--- src/hw/rtl/ikht_pkg.sv ---
`timescale 1ns / 1ps
`default_nettype none
// ----------------------------------------------------------------------------
// ikht_pkg : shared types and constants
// Slot marks, status codes, operation codes and controller commands.
// ----------------------------------------------------------------------------
package ikht_pkg;

  localparam logic [1:0] OP_GET = 2'd0;
  localparam logic [1:0] OP_PUT = 2'd1;
  localparam logic [1:0] OP_DEL = 2'd2;

  localparam logic [1:0] MARK_EMPTY   = 2'd0;
  localparam logic [1:0] MARK_LIVE    = 2'd1;
  localparam logic [1:0] MARK_DELETED = 2'd2;

  localparam logic [1:0] ST_HIT      = 2'd0;
  localparam logic [1:0] ST_MISS     = 2'd1;
  localparam logic [1:0] ST_INSERTED = 2'd2;
  localparam logic [1:0] ST_FULL     = 2'd3;

  localparam logic [10:0] MAX_ITEMS_RST = 11'd819;

  // controller to datapath
  typedef struct packed {
    logic load;      // capture input transfer, start hash
    logic mix;       // advance one hash stage
    logic home;      // probe index := home slot, issue read
    logic rd;        // issue read at current index
    logic eval;      // inspect read data, step index
    logic commit;    // perform write / count update, form result
    logic clr;       // clearing pass step
  } ikht_cmd_t;

  // datapath to controller
  typedef struct packed {
    logic mix_done;
    logic walk_done;   // walk ended at this eval
    logic clr_done;
  } ikht_sts_t;

endpackage
`default_nettype wire

--- src/hw/rtl/ikht_ctrl.sv ---
`timescale 1ns / 1ps
`default_nettype none
// ----------------------------------------------------------------------------
// ikht_ctrl : sequencer
// Clearing pass, hash, probe walk, commit and output hand-off.
// ----------------------------------------------------------------------------
module ikht_ctrl (
  input  wire logic             clk,
  input  wire logic             rst_n,
  input  wire logic             in_valid,
  output logic                  in_ready,
  output logic                  out_valid,
  input  wire logic             out_ready,
  output ikht_pkg::ikht_cmd_t   cmd,
  input  wire ikht_pkg::ikht_sts_t sts
);
  import ikht_pkg::*;

  typedef enum logic [7:0] {
    S_CLR  = 8'b0000_0001,
    S_IDLE = 8'b0000_0010,
    S_MIX  = 8'b0000_0100,
    S_HOME = 8'b0000_1000,
    S_WAIT = 8'b0001_0000,
    S_EVAL = 8'b0010_0000,
    S_COMM = 8'b0100_0000,
    S_OUT  = 8'b1000_0000
  } state_t;

  state_t state_r, state_nxt;

  always_ff @(posedge clk) begin
    if (!rst_n) begin
      state_r <= S_CLR;
    end else begin
      state_r <= state_nxt;
    end
  end

  always_comb begin
    state_nxt = state_r;
    cmd       = '0;
    in_ready  = 1'b0;
    out_valid = 1'b0;
    unique case (state_r)
      S_CLR: begin
        cmd.clr = 1'b1;
        if (sts.clr_done) state_nxt = S_IDLE;
      end
      S_IDLE: begin
        in_ready = 1'b1;
        if (in_valid) begin
          cmd.load  = 1'b1;
          state_nxt = S_MIX;
        end
      end
      S_MIX: begin
        cmd.mix = 1'b1;
        if (sts.mix_done) state_nxt = S_HOME;
      end
      S_HOME: begin
        cmd.home  = 1'b1;
        state_nxt = S_WAIT;
      end
      S_WAIT: begin
        state_nxt = S_EVAL;
      end
      S_EVAL: begin
        cmd.eval  = 1'b1;
        state_nxt = sts.walk_done ? S_COMM : S_WAIT;
        if (!sts.walk_done) cmd.rd = 1'b1;
      end
      S_COMM: begin
        cmd.commit = 1'b1;
        state_nxt  = S_OUT;
      end
      S_OUT: begin
        out_valid = 1'b1;
        if (out_ready) state_nxt = S_IDLE;
      end
      default: state_nxt = S_CLR;
    endcase
  end
endmodule
`default_nettype wire

--- config.mk ---
export PLATFORM = sky130hd
export DESIGN_NAME = ikht_ctrl
export DESIGN_NICKNAME = d
export VERILOG_FILES = /design/src/hw/rtl/ikht_pkg.sv /design/src/hw/rtl/ikht_ctrl.sv
export SDC_FILE = /design/constraint.sdc
export NUM_CORES = 1
export LEC_CHECK = 0
export ABC_AREA = 1
export BUFFER_PORTS_ARGS = -buffer_cell sky130_fd_sc_hd__buf_4
export CAP_MARGIN = 20
export CORE_AREA = 8 8 45 47
export DETAILED_ROUTE_END_ITERATION = 12
export DIE_AREA = 0 0 53 55
export PLACE_DENSITY = 0.61
export SLEW_MARGIN = 15
export SYNTH_ARGS = -nofsm -noshare
export SYNTH_HDL_FRONTEND = slang
export SYNTH_SLANG_ARGS = --single-unit
--- constraint.sdc ---
create_clock -name clk -period 1.25 [get_ports clk]
set_input_delay 0.1875 -clock clk [delete_from_list [all_inputs] [get_ports clk]]
set_output_delay 0.1875 -clock clk [all_outputs]
set_load 0.05 [all_outputs]
==> implementation parameters, run 1 <==
Parameter                              Value

Logic synthesis
  Yosys Warn Count    0
  Post-Syn Area per Cell    6.43 sq um
  Number of enable flip-flop cells after synthesis    0
  Syn Inst Count    81
  Multiplexer area fraction after synthesis    0%
  Count of distinct cell types in the synthesized netlist    16
  Compound-gate portion of the synthesized area    3.85%
  Top-count cell post-synth    sky130_fd_sc_hd__inv_1
  Synth Area in XOR/XNOR    0%
  Sequential element share of the synthesized area    30.8%
  Dominant combinational cell family by area after synthesis    simple AND/OR/NAND/NOR gates
  Area share of the largest cell type after synthesis    30.8%
  Mapped Nets    88
  Synth Area in Simple Gates    50.5%
  Post-synthesis instance area    520 sq um
  Count of state elements after synthesis    8
  Predominant post-synthesis flop cell    sky130_fd_sc_hd__dfxtp_1
  Synth Area in Adders    0%
  Top cells by area, synth    sky130_fd_sc_hd__dfxtp_1 (31%), sky130_fd_sc_hd__inv_1 (14%), sky130_fd_sc_hd__nor2_1 (11%), sky130_fd_sc_hd__nand2_1 (7.2%), sky130_fd_sc_hd__nand2_2 (7.2%)
  Largest area contributor in the netlist    sky130_fd_sc_hd__dfxtp_1
  Async S/R FF share, synth    0%
  Top cells by instance count after synthesis    sky130_fd_sc_hd__inv_1 (19), sky130_fd_sc_hd__nor2_1 (15), sky130_fd_sc_hd__nand2_1 (10), sky130_fd_sc_hd__dfxtp_1 (8), sky130_fd_sc_hd__nand2_2 (6)

Timing
  Headroom to the max-slew limit    85.2%
  Maximum achievable frequency    670 MHz
  Ratio of final minimum period to clock period    119%
  Final Slew Violations    0
  Worst-Margin Slew    0.221 ns
  Setup Total Neg Slack    -1.85 ns
  Worst setup slack after layout    -0.243 ns
  Final hold violation count    0
  Number of setup violations in the final report    14
  Setup Skew    0.00163 ns
  Min Clock Period, post-route    1.49 ns
  Final hold slack    0.173 ns
  Unrepaired setup endpoints after global routing    true

Global route
  Antenna violations before repair    0
  Total routing resource utilization after global routing    13.4%
  Vias in the first global route    668
  First-pass GRT wire length    2880 um
  Overflow left after global routing    0
  Maximum number of pins on one net before global-route repair    7

Place
  Placed wire-length estimate    1080 um
  Instance count after placement with tap cells included    118
  Quantity of I/O buffers inserted on ports    15
  Instance area after placement    754 sq um
  Routability Congestion    0.896

Clock network
  Number of clock buffers inserted by TritonCTS    3
  Clock tree from TritonCTS    built
  Source-to-sink clock delay at the later pin of the worst-skew pair    0.25 ns
  Clock tree buffer depth    2
  Number of buffers added to fix hold violations after cts    0
  Depth of the CTS H-tree    1
  Count of clock tree sinks    8
  Clk slew on worst S/H paths    0.06 ns
  Root buffer cell    sky130_fd_sc_hd__clkbuf_4

Layout
  Proportion of layout cells with a drive suffix above 1    77.9%
  Count of non-filler cells in the finished layout    138
  Number of inserted diodes    0
  Biggest register    state_r
  Max FFs per register    8
  Final #Nets    131
  Post-layout instance area    1100 sq um
  Layout overhead on the synthesized area    111%
  Largest registers    state_r: 8 flops

Critical path
  Slowest cell on the critical path    sky130_fd_sc_hd__dfxtp_2
  Delay-heaviest family, CP    buffers and inverters
  Worst setup path category    flip-flop to primary output
  Data required time at the worst endpoint    1.06 ns
  Maximum fanout encountered on the critical timing path    3
  Type of destination of the critical path    primary output
  Delay of the slowest cell on the worst path    0.35 ns
  Data arrival time of the critical path    1.31 ns
  Buffers and inverters on the worst path    3
  Launching element type of the critical path    flip-flop
  Crit path cell chain    nor2_4, nand2_2, inv_2, nand4_1, inv_1, buf_6

Hold path
  Class of the tightest hold or removal check    primary input to flip-flop

Route
  Routed length on met2    1020 um
  Post-detailed-route count of antenna-violating nets    0
  First-pass detailed-route iteration total    4
  Initial drt markers    20
  Total routed wire length on the met1 layer    848 um
  Vias per Instance    4.83
  WL met3    75 um
  Top routing layer used    met4
  Count of vias placed by the detailed router    667
  Final routed wirelength across all metal layers    2010 um
  Routed length per instance    14.6 um
  DRC violation count after routing    0

Floorplanning
  Number of placed I/O pins    16
  Die Area    2920 sq um
  Die Height    55 um
  Area inside the core boundary    1380 sq um
  X dimension of the die    53 um
  Core Rows    14
  Effective utilization at floorplan    37.6%

Power
  Worst IR Drop VDD    0.00148 V
  Sequential fraction of design power    23.2%
  Clock network power share    12.3%
  Total power consumption of the routed design    1.65 mW
  LEAKAGE    0.515 nW
  Fraction of power spent switching nets    48.1%
  Switch Pwr    0.793 mW
  Fraction of power consumed by combinational cells    64.5%
  Internal power consumption    0.854 mW
  P per Cell Area    1500 nW/um^2

Status
  Violations in the final reports    negative setup slack
  Outcome    complete, but fails checks

Job
  Maximum capacitance violations    0
-- cells by family after synthesis --
family / count (synthesis)
simple gates: 49
buf+inv: 20
flops: 8
compound gates: 4
-- tightest hold or removal path, delay by kind of cell --
family / cells / cell delay (ns)
buf+inv: 2 / 0.15
simple gates: 1 / 0.07
-- metal layers --
metal	global-route usage (%)	vias up
met4	11.6	0
met2	20.9	18
li1	-	332
met3	2.67	6
met1	15.3	311
met5	0	-
-- placed cells by master (no fill, tap or decap) --
| cell | netlist | routed |
|---|---|---|
| sky130_fd_sc_hd__a21oi_1 | 2 | 1 |
| sky130_fd_sc_hd__a21oi_2 | 0 | 1 |
| sky130_fd_sc_hd__buf_12 | 0 | 1 |
| sky130_fd_sc_hd__buf_4 | 0 | 25 |
| sky130_fd_sc_hd__buf_6 | 0 | 5 |
| sky130_fd_sc_hd__buf_8 | 0 | 7 |
| sky130_fd_sc_hd__clkbuf_4 | 0 | 3 |
| sky130_fd_sc_hd__clkinvlp_4 | 0 | 2 |
| sky130_fd_sc_hd__dfxtp_2 | 0 | 6 |
| sky130_fd_sc_hd__dfxtp_4 | 0 | 2 |
| sky130_fd_sc_hd__inv_1 | 19 | 10 |
| sky130_fd_sc_hd__inv_2 | 0 | 6 |
| sky130_fd_sc_hd__inv_4 | 1 | 1 |
| sky130_fd_sc_hd__inv_6 | 0 | 1 |
| sky130_fd_sc_hd__nand2_1 | 10 | 3 |
| sky130_fd_sc_hd__nand2_2 | 6 | 8 |
| sky130_fd_sc_hd__nand2_4 | 0 | 5 |
| sky130_fd_sc_hd__nand3_1 | 4 | 1 |
| sky130_fd_sc_hd__nand3_2 | 3 | 5 |
| sky130_fd_sc_hd__nand3_4 | 0 | 1 |
| sky130_fd_sc_hd__nand4_1 | 4 | 4 |
| sky130_fd_sc_hd__nor2_1 | 15 | 8 |
| sky130_fd_sc_hd__nor2_2 | 3 | 3 |
| sky130_fd_sc_hd__nor2_4 | 2 | 9 |
| sky130_fd_sc_hd__nor3_2 | 1 | 1 |
| sky130_fd_sc_hd__nor3_4 | 0 | 1 |
| sky130_fd_sc_hd__o21ai_2 | 0 | 2 |
-- power by group through the flow --
stage               Sequential [mW]  Combinational, mW  Clock (mW)
CTS                           0.342              0.893       0.198
floorplan                     0.335              0.562           0
global placement              0.339              0.733           0
global route                  0.386               1.13       0.221
finish                        0.382               1.06       0.202
detailed placement            0.342              0.734           0
-- path summary, 6_finish.rpt --
| check | slack [ns] | from | cells after the start | to |
|---|---|---|---|---|
| setup / recovery | -0.24 | state_r[0] | 6 | cmd[1] |
| hold reg to reg | 0.55 | state_r[4] | 2 | state_r[5] |
| setup reg to reg | -0.08 | state_r[4] | 10 | state_r[1] |
| hold / removal | 0.17 | rst_n | 3 | state_r[3] |
-- timing repair --
item / 4_1_cts / 5_1_grt
endpoints found under the setup margin: 11 / 15
setup buffers: 13 / 6
pin swaps: 13 / 10
endpoints found under the hold margin: 0 / 0
resized for setup: 33 / 28
-- metrics by stage --
step / setup WS (ns) / util, %
finish: -0.243 / 79.5
global route: -0.302 / 79.5
CTS: -0.210 / 70.2
detailed placement: -0.0373 / 54.5
global placement: -0.0188 / 54.5
floorplan: -0.112 / -
-- cell type report --
type / count / area, sq um
inverter: 20 / 90.1
timing repair buffer: 38 / 369
clock buffer: 3 / 22.5
multi-input combinational: 53 / 423
fill: 87 / 284
tap: 16 / 20.0
sequential: 8 / 175
Power figures use the tool's default switching activity.
==> run 2: changes to the inputs <==
--- a/config.mk
+++ b/config.mk
@@ -11,7 +11,6 @@
 export CORE_AREA = 8 8 45 47
 export DETAILED_ROUTE_END_ITERATION = 12
 export DIE_AREA = 0 0 53 55
-export PLACE_DENSITY = 0.61
 export SLEW_MARGIN = 15
 export SYNTH_ARGS = -nofsm -noshare
 export SYNTH_HDL_FRONTEND = slang
==> run 2 against run 1 <==
  * Critical path depth stayed put
  * Routed wire length fell by 28%
  * Total power decreased by 12%
  * Global-route usage down 2.3 points
  * The flow still finishes with violations (negative setup slack)
==> implementation parameters, run 2 (synthesis results as in run 1) <==
Parameter                              Value

Global route
  Antenna violations before repair    0 (unchanged)
  First-pass GRT wire length    2520 um (-13%)
  Overflow left after global routing    0 (unchanged)
  Total routing resource utilization after global routing    11.1% (-2.3 points)
  Maximum number of pins on one net before global-route repair    6 (-1)
  Vias in the first global route    619 (-7.3%)

Floorplanning
  X dimension of the die    53 um (unchanged)
  Area inside the core boundary    1380 sq um (unchanged)
  Core Rows    14 (unchanged)
  Effective utilization at floorplan    37.6% (unchanged)
  Die Area    2920 sq um (unchanged)
  Die Height    55 um (unchanged)
  Number of placed I/O pins    16 (unchanged)

Timing
  Unrepaired setup endpoints after global routing    true
  Worst setup slack after layout    -0.201 ns (+0.0415 ns)
  Headroom to the max-slew limit    85.2% (about the same)
  Final hold slack    0.176 ns (+0.00323 ns)
  Min Clock Period, post-route    1.45 ns (-0.0415 ns)
  Maximum achievable frequency    689 MHz (+2.9%)
  Worst-Margin Slew    0.221 ns (-0.000199 ns)
  Ratio of final minimum period to clock period    116% (-3.3 points)
  Final hold violation count    0 (unchanged)
  Setup Skew    0.00195 ns (+0.000318 ns)
  Number of setup violations in the final report    11 (-3)
  Final Slew Violations    0 (unchanged)

Power
  Internal power consumption    0.784 mW (-8.1%)
  Clock network power share    13.0% (+0.7 points)
  Worst IR Drop VDD    0.000911 V (-39%)
  P per Cell Area    1510 nW/um^2 (+0.63%)
  LEAKAGE    0.462 nW (-10%)
  Fraction of power consumed by combinational cells    62.1% (-2.4 points)
  Fraction of power spent switching nets    45.8% (-2.3 points)
  Switch Pwr    0.663 mW (-16%)
  Sequential fraction of design power    24.9% (+1.7 points)

Hold path
  Count of cells along the worst hold path    3 (unchanged)
  Worst Hold Launch    rst_n
  Worst Hold End    state_r[3]
  Class of the tightest hold or removal check    primary input to flip-flop

Critical path
  Type of destination of the critical path    primary output
  Worst Reg-to-Reg Cells    9 (-1)
  Terminus of the critical flop-to-flop path    state_r[1]
  Worst setup path category    flip-flop to primary output
  Crit path cell chain    nor2_4, nand2_4, inv_4, nand4_1, inv_2, buf_8
  Slowest cell on the critical path    sky130_fd_sc_hd__dfxtp_2
  Delay of the slowest cell on the worst path    0.34 ns (about the same)
  Maximum fanout encountered on the critical timing path    5 (+2)
  Launching element type of the critical path    flip-flop
  Data required time at the worst endpoint    1.06 ns (about the same)
  FF-to-FF setup slack    -0.03 ns (+0.05 ns)
  Data arrival time of the critical path    1.26 ns (-0.05 ns)
  Reg-to-reg critical path startpoint    state_r[4]

Layout
  Fill cell total of the finished layout    114 (+31%)
  Max FFs per register    8 (unchanged)
  Proportion of layout cells with a drive suffix above 1    64.7% (-13 points)
  Layout overhead on the synthesized area    84.6%
  Biggest register    state_r
  Number of inserted diodes    0 (unchanged)
  Final #Nets    125 (-4.6%)
  Largest registers    state_r: 8 flops
  Final core area utilization    69.4% (-10 points)
  Most common library cell in the layout ignoring fill and taps    sky130_fd_sc_hd__buf_4
  Post-layout instance area    961 sq um (-13%)
  Most frequent cells in the layout    sky130_fd_sc_hd__buf_4 (22), sky130_fd_sc_hd__inv_1 (13), sky130_fd_sc_hd__nor2_1 (9), sky130_fd_sc_hd__nand2_1 (8), sky130_fd_sc_hd__dfxtp_2 (8)

Place
  Instance area after placement    769 sq um (+2.0%)
  Placed wire-length estimate    1130 um (+4.3%)
  Quantity of I/O buffers inserted on ports    15 (unchanged)
  Routability Congestion    0.841 (-6.1%)

Clock network
  Count of clock tree sinks    8 (unchanged)
  Depth of the CTS H-tree    1 (unchanged)
  Clock tree buffer depth    2 (unchanged)
  Root buffer cell    sky130_fd_sc_hd__clkbuf_4
  Clock tree from TritonCTS    built
  Source-to-sink clock delay at the later pin of the worst-skew pair    0.25 ns (about the same)
  Clk slew on worst S/H paths    0.05 ns (about the same)
  Number of clock buffers inserted by TritonCTS    3 (unchanged)

Status
  Violations in the final reports    negative setup slack
  Outcome    complete, but fails checks

Route
  Routed length per instance    11.0 um (-24%)
  Vias per Instance    4.63 (-4.2%)
  Final routed wirelength across all metal layers    1450 um (-28%)
  Initial drt markers    6 (-70%)
  Post-detailed-route count of antenna-violating nets    0 (unchanged)
  DRC violation count after routing    0 (unchanged)
  First-pass detailed-route iteration total    4 (unchanged)
  Count of vias placed by the detailed router    611 (-8.4%)

Job
  Maximum capacitance violations    0 (unchanged)
run 2: layout make-up:
class	count	area [sq um]	share of cell area [%]
clock buffers	3	22.5	2.34
inverters	20	85.1	8.85
multi-input cells	53	367	38.2
flip-flops and latches	8	170	17.7
well taps	16	20.0	2.08
repair buffers	32	297	30.9
run 2: worst max path at each step:
stage                    start    endpoint
global route        state_r[4]      cmd[4]
floorplan           state_r[2]  state_r[0]
detailed placement  state_r[3]    in_ready
finish              state_r[4]      cmd[4]
CTS                 state_r[5]      cmd[4]
global placement    state_r[3]    in_ready
run 2: what timing repair did:
item | in CTS | in global routing
buffers inserted | 9 | 0
pin swaps | 6 | 4
hold buffers | 0 | 0
setup endpoints to repair | 12 | 15
resized for setup | 30 | 5
run 2: power groups by stage:
stage / combinational [mW] / clock [mW] / sequential, mW
floorplan: 0.562 / 0 / 0.335
global placement: 0.765 / 0 / 0.339
detailed placement: 0.766 / 0 / 0.342
CTS: 0.875 / 0.197 / 0.346
global route: 0.975 / 0.213 / 0.365
finish: 0.899 / 0.188 / 0.361
run 2: worst max-delay path: cells and delay by family (launching register included):
family                 cells  cell delay [ns]
and+or+nand+nor            3             0.36
DFF                        1             0.34
buffers and inverters      3             0.33
run 2: routing by layer:
layer | share of wire (%) | vias to the layer above | GRT usage (%)
li1 | - | 320 | -
met1 | 43 | 272 | 13.3
met2 | 49 | 17 | 18.4
met3 | 6.5 | 2 | 2.67
met4 | 1.3 | 0 | 5.17
met5 | 0 | - | 0
run 2: stage by stage:
stage	power (mW)	cells	setup TNS (ns)	worst slack, ns
global placement	1.10	120	-0.0785	-0.0273
CTS	1.42	132	-1.52	-0.210
global route	1.55	132	-2.49	-0.287
floorplan	0.897	81	-0.348	-0.112
detailed placement	1.11	120	-0.132	-0.0499
finish	1.45	132	-1.43	-0.201
